File: config.mk
export PLATFORM = sky130hd
export DESIGN_NAME = tdp_cfg_regs
export DESIGN_NICKNAME = d
export VERILOG_FILES = /design/src/rtl/tdp_pkg.sv /design/src/rtl/tdp_cfg_regs.sv
export SDC_FILE = /design/constraint.sdc
export NUM_CORES = 1
export LEC_CHECK = 0
export ABC_AREA = 0
export BUFFER_PORTS_ARGS = -buffer_cell sky130_fd_sc_hd__buf_2
export CAP_MARGIN = 20
export CORE_MARGIN = 3
export CORE_UTILIZATION = 49
export DETAILED_ROUTE_END_ITERATION = 8
export PLACE_DENSITY = 0.89
export SLEW_MARGIN = 40
export SYNTH_ARGS = -nofsm -noshare
export SYNTH_HDL_FRONTEND = slang
export SYNTH_SLANG_ARGS = --single-unit
File: constraint.sdc
create_clock -name i_clk -period 1.11 [get_ports i_clk]
set_input_delay 0.0555 -clock i_clk [delete_from_list [all_inputs] [get_ports i_clk]]
set_output_delay 0.0555 -clock i_clk [all_outputs]
set_load 0.05 [all_outputs]
File: src/rtl/tdp_pkg.sv
// Shared types and constants for the 2D point transform pipeline.
`timescale 1ns / 1ps

package tdp_pkg;

    localparam int SCALE_WIDTH = 24;
    localparam int SCALE_FRAC = 16;
    localparam int CFG_INDEX_WIDTH = 3;

    localparam logic [CFG_INDEX_WIDTH-1:0] CFG_SCALE = 3'd0;
    localparam logic [CFG_INDEX_WIDTH-1:0] CFG_COS = 3'd1;
    localparam logic [CFG_INDEX_WIDTH-1:0] CFG_SIN = 3'd2;
    localparam logic [CFG_INDEX_WIDTH-1:0] CFG_OFFSET_X = 3'd3;
    localparam logic [CFG_INDEX_WIDTH-1:0] CFG_OFFSET_Y = 3'd4;

    localparam logic [SCALE_WIDTH-1:0] SCALE_RESET = 24'h010000;

    typedef enum logic [1:0] {
        ACT_LOCAL_POINT  = 2'd0,
        ACT_LOCAL_VECTOR = 2'd1,
        ACT_GLOBAL_POINT = 2'd2,
        ACT_PASS         = 2'd3
    } t_action;

endpackage

File: src/rtl/tdp_cfg_regs.sv
// Configuration register file holding scale, rotation and translation.
`timescale 1ns / 1ps

module tdp_cfg_regs #(
    parameter int COORD_WIDTH = 32,
    parameter int TRIG_FRAC_BITS = 14,
    parameter int CFG_WIDTH = 32
) (
    input  logic                                  i_clk,
    input  logic                                  i_rst_n,
    input  logic                                  i_cfg_valid,
    input  logic [tdp_pkg::CFG_INDEX_WIDTH-1:0]   i_cfg_index,
    input  logic [CFG_WIDTH-1:0]                  i_cfg_data,
    output logic [tdp_pkg::SCALE_WIDTH-1:0]       o_scale,
    output logic signed [TRIG_FRAC_BITS+1:0]      o_cos,
    output logic signed [TRIG_FRAC_BITS+1:0]      o_sin,
    output logic signed [COORD_WIDTH-1:0]         o_off_x,
    output logic signed [COORD_WIDTH-1:0]         o_off_y
);
    import tdp_pkg::*;

    localparam int TW = TRIG_FRAC_BITS + 2;

    logic [SCALE_WIDTH-1:0]       r_scale;
    logic signed [TW-1:0]         r_cos;
    logic signed [TW-1:0]         r_sin;
    logic signed [COORD_WIDTH-1:0] r_off_x;
    logic signed [COORD_WIDTH-1:0] r_off_y;

    always_ff @(posedge i_clk) begin
        if (!i_rst_n) begin
            r_scale <= SCALE_RESET;
            r_cos   <= TW'(1) << TRIG_FRAC_BITS;
            r_sin   <= '0;
            r_off_x <= '0;
            r_off_y <= '0;
        end else if (i_cfg_valid) begin
            unique case (i_cfg_index)
                CFG_SCALE:    r_scale <= i_cfg_data[SCALE_WIDTH-1:0];
                CFG_COS:      r_cos   <= i_cfg_data[TW-1:0];
                CFG_SIN:      r_sin   <= i_cfg_data[TW-1:0];
                CFG_OFFSET_X: r_off_x <= i_cfg_data[COORD_WIDTH-1:0];
                CFG_OFFSET_Y: r_off_y <= i_cfg_data[COORD_WIDTH-1:0];
                default: begin
                end
            endcase
        end
    end

    assign o_scale = r_scale;
    assign o_cos   = r_cos;
    assign o_sin   = r_sin;
    assign o_off_x = r_off_x;
    assign o_off_y = r_off_y;

endmodule

==> run summary <==
post-synthesis net count = 469
fillcell total = 476
warnings from Yosys = 0
Final Power = 11.3 mW
initial core utilization = 50.9%
min cycle time layout = 1.10 ns
Cell Pwr Density = 1570 nW/um^2
Longest Clk Path Bufs = 2
CP Class = flop to output port
P&R area growth vs syn = 60.8%
Synth area leaders = dfxtp_1 54%, mux2i_1 27%, nand2_1 13%, buf_2 1.3%, buf_6 1.3%
worst-skew pair later-pin latency = 0.50 ns
flop2flop setup slack = 0.34 ns
Post-Route WL = 14500 microns
Crit Path Max Fanout = 2
initial antenna violation count = 2
# rows = 34
Final Cycle Share = 99.1%
Worst Skew = 0 ns
nature of the critical path startpoint = flop
largest net degree at the start of global routing = 58
Post-Syn Instances = 431
r2r endpoint = o_off_x[10]$_SDFFE_PN0P_
die area = 10300 sq um
count of final setup violators = 0
PnR worst setup slack = 0.00964 ns
Hold Crit Depth = 4
Netlist cell types = 14
status = completed
Routed Antenna Nets = 0
Chip Width = 102 microns
Post-CTS Setup Inserts = 0
clk sinks = 120
Setup crit end kind = output port
fin. max-slew vios = 0
Detailed Route Iter0 Violations = 155
Fin. Hold Viols = 0
Placed Cells incl. Taps = 683
H-tree depth reported by CTS = 4
Placer Congestion = 0.795
IO buf count = 157
core box area = 8810 sq um
grt met2 use = 48.9%
first-pass GRT wire length = 21300 microns
Peak Freq = 909 MHz
gr ovfl total = 0
post-synthesis cell area = 4480 sq um
slowest cell delay on critical path = 0.36 ns
Worst-Margin Slew = 0.306 ns
synthesized area per cell = 10.4 sq um
HPWL reported at the end of detailed placement = 7950 microns
number of synthesized register bits = 120
Worst EP required = 1.05 ns
grt peak-use layer = met2
cell breakdown of the critical path = buf_6
Worst VDD drop = 1.20 mV
Seq/Total Area, Yosys = 53.6%
Ports = 158
Worst Path Arrival = 1.04 ns
routing usage on met1 = 27.5%
drt wl/cell = 19.4 microns
Die Ht = 102 microns
Leak = 3.58 nW
vias in the first global route = 4155
Worst Reg-to-Reg Cells = 2
TritonCTS Buffers = 17
Slew headroom = 79.5%
nets = 664
Root Buffer = clkbuf_8
Max Cap Viol = 0
TritonCTS clock tree = yes
Worst path slowest cell = dfxtp_1
layout cells sized above 1 = 46.6%
Hold/Removal Path Class = input port to flop
Synth area leader = dfxtp_1
reg-to-reg startpoint = o_off_x[10]$_SDFFE_PN0P_
total track usage = 26.8%
Via density = 5.27
Worst Hold Path EP = o_cos[6]$_SDFFE_PN0P_
Min-Delay Startpoint = i_rst_n
routed vias = 3934
DR pass1 iterations = 5
Yosys top cell area share = 53.6%
WP buf/inv = 1
Reg clk slew, reported paths = 0.06 ns
Finished Layout Cells = 747
pre-CTS setup slack = -0.0535 ns
CP top delay family = flip-flops
met3 Track Usage GR = 7.71%
DRC errors left = 0
## through the flow
stage / util [%] / setup TNS, ns / cell area [sq um] / hold slack (ns)
after CTS: 79.1 / 0 / 6970 / 0.0263
after global routing: 81.9 / -0.0623 / 7210 / 0.0569
after floorplan: - / 0 / 4480 / 0.217
after global placement: 61.6 / 0 / 5430 / 0.323
after detailed placement: 61.6 / -0.245 / 5430 / 0.339
final: 81.9 / 0 / 7210 / 0.0501
## what timing repair did
action	in CTS	in global routing
setup endpoints to repair	120	90
endpoints found under the hold margin	119	0
cloned	0	0
hold buffers	32	0
pin swaps	0	0
gates resized for setup	213	111
## cell usage in the layout, fill, tap and decap left out, drive strengths merged
master / synthesis / final
buf: 24 / 175
nand2: 150 / 150
mux2i: 120 / 120
dfxtp: 120 / 120
dlygate4sd3: 0 / 32
clkbuf: 7 / 21
nor2b: 4 / 4
clkinvlp: 0 / 4
bufinv: 0 / 3
nand4bb: 3 / 3
clkinv: 0 / 2
diode: 0 / 1
nor4b: 1 / 1
and4bb: 1 / 1
nand4b: 1 / 1
inv: 0 / 1
## worst max path at each step
stage | startpoint | to | depth (start not counted)
3_3_place_gp | i_cfg_index[0] | o_scale[8]$_SDFFE_PN0P_ | 4
3_5_place_dp | i_cfg_index[0] | o_scale[20]$_SDFFE_PN0P_ | 4
2_1_floorplan | o_cos[0]$_SDFFE_PN0P_ | o_cos[0]$_SDFFE_PN0P_ | 2
5_1_grt | o_off_x[27]$_SDFFE_PN0P_ | o_off_x[27] | 1
4_1_cts | o_off_y[12]$_SDFFE_PN0P_ | o_off_y[12] | 1
6_report | o_cos[10]$_SDFFE_PN0P_ | o_cos[10] | 1
## power by group
part | switching, mW | internal [mW] | leakage (nW) | total (mW)
combinational | 0.704 | 0.460 | 2.28 | 1.16
clock | 1.98 | 3.65 | 0.289 | 5.63
sequential | 0.0765 | 4.42 | 1.01 | 4.50
## flip-flops by register name, summed over array words and instances (netlist names)
signal	flops
o_sin	16
o_off_y	32
o_cos	16
o_scale	24
o_off_x	32
## synth_stat cells, drive strengths merged
cell / number
nand4b: 1
clkbuf: 7
and4bb: 1
nand2: 150
dfxtp: 120
buf: 24
mux2i: 120
nand4bb: 3
nor2b: 4
nor4b: 1
## layer usage
metal	routed length (microns)	share of wire (%)
met2	8000	55
met5	20	0.14
met1	5280	36
met4	503	3.5
met3	718	4.9
## final cells by class
class                   instances  area, sq um  share of cell area [%]
diodes                          1         2.50                  0.0347
repair buffers                207         2060                    28.5
clock inverters                10          143                    1.98
multi-input cells             280         1890                    26.2
flip-flops and latches        120         2510                    34.8
well taps                     108          135                    1.87
clock buffers                  21          469                    6.51
## logic make-up after synthesis
logic type | share of synthesized area [%]
AND/OR/NAND/NOR | 14.8
flip-flops | 53.6
multiplexers | 26.8
buffers and inverters | 4.80
No activity file was read; power rests on OpenSTA's default activity.
