**src/rtl/tdp_pkg.sv**
```systemverilog
// Shared types and constants for the 2D point transform pipeline.
`timescale 1ns / 1ps

package tdp_pkg;

    localparam int SCALE_WIDTH = 24;
    localparam int SCALE_FRAC = 16;
    localparam int CFG_INDEX_WIDTH = 3;

    localparam logic [CFG_INDEX_WIDTH-1:0] CFG_SCALE = 3'd0;
    localparam logic [CFG_INDEX_WIDTH-1:0] CFG_COS = 3'd1;
    localparam logic [CFG_INDEX_WIDTH-1:0] CFG_SIN = 3'd2;
    localparam logic [CFG_INDEX_WIDTH-1:0] CFG_OFFSET_X = 3'd3;
    localparam logic [CFG_INDEX_WIDTH-1:0] CFG_OFFSET_Y = 3'd4;

    localparam logic [SCALE_WIDTH-1:0] SCALE_RESET = 24'h010000;

    typedef enum logic [1:0] {
        ACT_LOCAL_POINT  = 2'd0,
        ACT_LOCAL_VECTOR = 2'd1,
        ACT_GLOBAL_POINT = 2'd2,
        ACT_PASS         = 2'd3
    } t_action;

endpackage

```
**src/rtl/tdp_finish.sv**
```systemverilog
// Output stage: translation, final saturation and the result register.
`timescale 1ns / 1ps

module tdp_finish #(
    parameter int COORD_WIDTH = 32
) (
    input  logic                            i_clk,
    input  logic                            i_rst_n,
    input  logic                            i_valid,
    output logic                            o_ready,
    input  tdp_pkg::t_action                i_action,
    input  logic signed [COORD_WIDTH+3:0]   i_qx,
    input  logic signed [COORD_WIDTH+3:0]   i_qy,
    input  logic signed [COORD_WIDTH:0]     i_ax,
    input  logic signed [COORD_WIDTH:0]     i_ay,
    input  logic                            i_ov,
    input  logic signed [COORD_WIDTH-1:0]   i_off_x,
    input  logic signed [COORD_WIDTH-1:0]   i_off_y,
    output logic                            o_valid,
    input  logic                            i_ready,
    output logic [COORD_WIDTH-1:0]          o_x,
    output logic [COORD_WIDTH-1:0]          o_y,
    output logic                            o_ov
);
    import tdp_pkg::*;

    localparam int VW = COORD_WIDTH + 5;

    logic                   en5;
    logic                   r5_valid;
    logic [COORD_WIDTH-1:0] r5_x;
    logic [COORD_WIDTH-1:0] r5_y;
    logic                   r5_ov;

    logic [VW-1:0]          vx;
    logic [VW-1:0]          vy;
    logic                   sat_x;
    logic                   sat_y;
    logic [COORD_WIDTH-1:0] n5_x;
    logic [COORD_WIDTH-1:0] n5_y;

    assign en5 = !r5_valid || i_ready;
    assign o_ready = en5;

    always_comb begin
        case (i_action)
            ACT_LOCAL_POINT: begin
                vx = VW'(i_qx) + VW'(i_off_x);
                vy = VW'(i_qy) + VW'(i_off_y);
            end
            ACT_PASS: begin
                vx = VW'(i_ax);
                vy = VW'(i_ay);
            end
            default: begin
                vx = VW'(i_qx);
                vy = VW'(i_qy);
            end
        endcase
        sat_x = !(&vx[VW-1:COORD_WIDTH-1]) && (|vx[VW-1:COORD_WIDTH-1]);
        sat_y = !(&vy[VW-1:COORD_WIDTH-1]) && (|vy[VW-1:COORD_WIDTH-1]);
        n5_x = sat_x ? {vx[VW-1], {(COORD_WIDTH-1){~vx[VW-1]}}} : vx[COORD_WIDTH-1:0];
        n5_y = sat_y ? {vy[VW-1], {(COORD_WIDTH-1){~vy[VW-1]}}} : vy[COORD_WIDTH-1:0];
    end

    always_ff @(posedge i_clk) begin
        if (!i_rst_n) begin
            r5_valid <= 1'b0;
        end else if (en5) begin
            r5_valid <= i_valid;
        end
    end

    always_ff @(posedge i_clk) begin
        if (en5) begin
            r5_x  <= n5_x;
            r5_y  <= n5_y;
            r5_ov <= i_ov || sat_x || sat_y;
        end
    end

    assign o_valid = r5_valid;
    assign o_x     = r5_x;
    assign o_y     = r5_y;
    assign o_ov    = r5_ov;

endmodule

```
**config.mk**
```make
export PLATFORM = sky130hd
export DESIGN_NAME = tdp_finish
export DESIGN_NICKNAME = d
export VERILOG_FILES = /design/src/rtl/tdp_pkg.sv /design/src/rtl/tdp_finish.sv
export SDC_FILE = /design/constraint.sdc
export NUM_CORES = 1
export LEC_CHECK = 0
export BUFFER_PORTS_ARGS = -buffer_cell sky130_fd_sc_hd__buf_2
export CAP_MARGIN = 20
export CORE_UTILIZATION = 47
export DETAILED_ROUTE_END_ITERATION = 10
export PLACE_DENSITY = 0.78
export SKIP_LAST_GASP = 1
export SYNTH_ARGS = -nofsm -noshare
export SYNTH_HDL_FRONTEND = slang
export SYNTH_SLANG_ARGS = --single-unit
```
**constraint.sdc**
```tcl
create_clock -name i_clk -period 3.7 [get_ports i_clk]
set_input_delay 0.74 -clock i_clk [delete_from_list [all_inputs] [get_ports i_clk]]
set_output_delay 0.74 -clock i_clk [all_outputs]
set_load 0.03 [all_outputs]
```
==> impl_metrics.py <==
metrics = {
    "outcome": {
        "status": "finished with violations",
        "violations": "negative setup slack",
    },
    "cells_and_area": {
        "final_cell_mix": "buf_2 (273), buf_4 (206), o21ai_0 (117), a21oi_1 (90), nand2_1 (70)",
        "fill_cells": 1366,
        "layout.cells.most_common": "buf_2",
        "syn_to_final_growth_pct": 44.1,
        "nets": 1678,
        "drive_gt1_frac": 0.403,
    },
    "setup_path": {
        "cp.depth": 16,
        "rr_endpoint": "o_x[31]$_DFFE_PP_",
        "cp_data_arrival_time_ps": 3890,
        "path_cells": "buf_8, ha_4, fa_2, a21o_1, a221oi_2, buf_4, o211a_1, o21ai_2, a21oi_2, o21ai_2, xnor2_2, a311o_1, a2111oi_4, a41oi_2, buf_12, o31ai_1",
        "reg2reg_slack_ps": 2100,
        "critPathMaxStageDelay_ps": 360,
        "cp_max_fo": 25,
        "crit_path_frequent_cell": "o21ai_2",
        "ff2ff_path_depth": 2,
        "critical_path.endpoint_type": "flip-flop",
        "path_class": "input port to flip-flop",
        "critPathBufInv": 3,
        "crit_family": "compound AO/OA/AOI/OAI gates",
        "timing.critical_path.from": "i_qy[0]",
        "required_ps": 3860,
        "slowest_stage": "a311o_1",
        "cp-start-kind": "input port",
        "cp-endpoint": "o_y[25]$_DFFE_PP_",
        "reg2reg_from": "o_valid$_SDFFE_PN0P_",
    },
    "power_and_ir_drop": {
        "finalPower_mw": 4.10,
        "switchingPower_mw": 1.66,
        "combPwrFrac": 0.534,
        "p_int_mw": 2.44,
        "peakVddDrop_mv": 0.220,
        "p_per_area_nw_per_um2": 357,
        "switching_share": 0.404,
        "pwr-share-seq": 0.256,
        "power.leakage_nw": 5.15,
        "clkPwrFrac": 0.210,
    },
    "sta": {
        "period_needed_ps": 3730,
        "finalWorstSetupSlack_ps": -34.7,
        "setup_viol": 1,
        "fin_skew_ps": 7.90,
        "period_share": 1.01,
        "slew_violations": 0,
        "rsz0062_at_grt": "true",
        "hold_viol": 0,
        "fmax_ghz": 0.268,
        "maxSlewHeadroom": 0.624,
        "worst_pin_slew_ps": 558,
    },
    "synthesis": {
        "ys_ff_latch": 66,
        "synth_flop_cell": "edfxtp_1",
        "syn_area_um2": 7960,
        "yosysWarnings": 0,
        "synth_edf_count": 65,
        "seq_area_frac_synth": 0.248,
        "synthArstFlopShare": 0,
        "syn_nets": 1247,
        "yosysTopAreaCell": "edfxtp_1",
        "synth_top_area_frac": 0.245,
        "syn_area_per_cell_um2": 8.27,
        "synth_cell_types": 84,
        "synth_area_leaders": "edfxtp_1 (25%), ha_1 (12%), o21ai_0 (7.9%)",
        "synth_cells": 962,
    },
    "cts": {
        "numCtsBuffers": 9,
        "path_clk_slew_ps": 60,
        "cts_tree": "yes",
        "clkSinkCount": 66,
        "cts_buffer_depth": 2,
        "htree_num_levels": 3,
        "ctsHoldBuffers": 0,
        "cts-root-buf": "clkbuf_16",
        "insertion_delay_ps": 350,
    },
    "global_routing": {
        "grt_pass1_vias": 9362,
        "grt_max_degree": 45,
        "grt_use_met1": 0.446,
        "grtUsageMet2": 0.549,
        "antenna_found_initial": 4,
        "top_usage_layer": "met2",
        "grt_pass1_wl_um": 46800,
        "grt_overflow": 0,
        "grtUsageTotal": 0.337,
        "grt_use_met3": 0.0496,
    },
    "detailed_routing": {
        "vias": 9795,
        "drc_errors": 0,
        "dr.first_iter.drc_count": 985,
        "drt-wirelength-per-cell_um": 18.6,
        "drtPass1Iterations": 6,
        "via_per_inst": 6.04,
        "wl_um": 30200,
        "final_antenna_net_count": 0,
    },
    "placed_design": {
        "hpwl_um": 23900,
        "gp_congestion": 0.926,
        "portBuffers": 275,
        "place_ws_ps": -454,
    },
    "floorplanning": {
        "die_y_um": 132,
        "core.rowCount": 47,
        "initial_core_util": 0.480,
        "die_w_um": 132,
        "die_area_um2": 17500,
        "core_um2": 16600,
        "num_io_pins": 276,
    },
    "run": {
        "cap_violations": 0,
    },
    "hold_path": {
        "hold_class": "input port to flip-flop",
    },
}
worst reg2reg max path: stages, from the launching register on:
cell and delay, ps:
dfxtp_1 330, nand2b_4 340, buf_4 550
Yosys cell counts (3+ instances only):
| library cell | instances |
|---|---|
| or4_1 | 3 |
| or2_2 | 6 |
| nor2_1 | 55 |
| a221o_1 | 50 |
| a221oi_1 | 5 |
| o211ai_1 | 10 |
| o21bai_1 | 8 |
| mux2i_1 | 4 |
| a21o_1 | 24 |
| and3_1 | 3 |
| nor3b_1 | 3 |
| a31oi_1 | 10 |
| edfxtp_1 | 65 |
| clkbuf_1 | 40 |
| o22ai_1 | 3 |
| a211o_1 | 3 |
| ha_1 | 74 |
| xor2_1 | 18 |
| and2_1 | 4 |
| a211oi_1 | 8 |
| nand4_1 | 17 |
| a31o_2 | 3 |
| a21oi_1 | 94 |
| o21ai_0 | 125 |
| nand2_1 | 70 |
| nand3_1 | 17 |
| inv_1 | 23 |
| nor4_1 | 5 |
| o21ai_1 | 30 |
| o21a_1 | 9 |
| buf_6 | 5 |
| o21ai_2 | 3 |
| a222oi_1 | 3 |
| xnor2_1 | 41 |
| buf_2 | 18 |
| nand2b_1 | 11 |
| nor3_1 | 15 |
| o31ai_1 | 3 |
| nor2b_1 | 9 |
| or3_1 | 5 |
flip-flops by register name (all words and copies together) (netlist names):
name	cells
o_ov	1
o_valid	1
o_x	32
o_y	32
how the worst min path moves through the flow:
stage	end	cells past startpoint	startpoint	slack [ps]
floorplan	o_valid$_SDFFE_PN0P_	2	i_valid	880
global placement	o_y[1]$_DFFE_PP_	1	o_valid$_SDFFE_PN0P_	870
detailed placement	o_y[1]$_DFFE_PP_	1	o_valid$_SDFFE_PN0P_	880
CTS	o_valid$_SDFFE_PN0P_	3	i_valid	640
global route	o_valid$_SDFFE_PN0P_	2	i_rst_n	650
finish	o_valid$_SDFFE_PN0P_	3	i_valid	650
metal layers:
metal,up-vias,wire [µm]
met5,-,0
met4,0,946
met3,63,2360
met2,553,13800
met1,4585,13000
li1,4594,-
power groups by stage:
stage / logic, mW / clock network (mW) / registers [mW]
floorplan: 0.975 / 0 / 1.38
global placement: 2.07 / 0 / 1.06
detailed placement: 2.10 / 0 / 1.06
CTS: 2.12 / 0.871 / 1.05
global route: 2.34 / 0.890 / 1.06
finish: 2.19 / 0.862 / 1.05
final cells by class:
cell class                      instances  area (µm²)  share of cell area
Tap cell                              220         275              0.0240
Clock inverter                          5        55.1             0.00480
Timing Repair Buffer                  485        3010               0.262
Multi-Input combinational cell        808        5830               0.508
Inverter                               23        86.3             0.00753
Sequential cell                        66        1970               0.172
Antenna cell                            4        10.0            0.000873
Clock buffer                           11         233              0.0203
kinds of logic (layout without fill, tap and decap cells):
logic type                 after synthesis  after routing  synth area share
other                                    0              4                 0
adders and majority gates               76             76             0.121
muxes                                    7              7           0.00974
buffers and inverters                   88            524            0.0492
xor gates and xnor gates                59             59            0.0649
AOI/OAI and AO/OA                      430            430             0.359
DFF                                     66             66             0.248
and+or+nand+nor                        236            236             0.148
per-stage QoR:
stage / setup TNS (ps) / utilization / instance area [µm²] / hold slack [ps] / instances
floorplan: -131 / - / 8030 / 879 / 962
global placement: -14140 / 0.661 / 11000 / 870 / 1596
detailed placement: -16960 / 0.661 / 11000 / 879 / 1596
CTS: -30.4 / 0.681 / 11300 / 643 / 1614
global route: -2210 / 0.692 / 11500 / 647 / 1622
finish: -34.7 / 0.692 / 11500 / 648 / 1622
what timing repair did:
item | CTS | global route
setup endpoints to repair | 5 | 63
resized for setup | 5 | 34
cloned | 0 | 0
buffers inserted | 2 | 4
pin swaps | 0 | 16
Power figures use the tool's default switching activity.
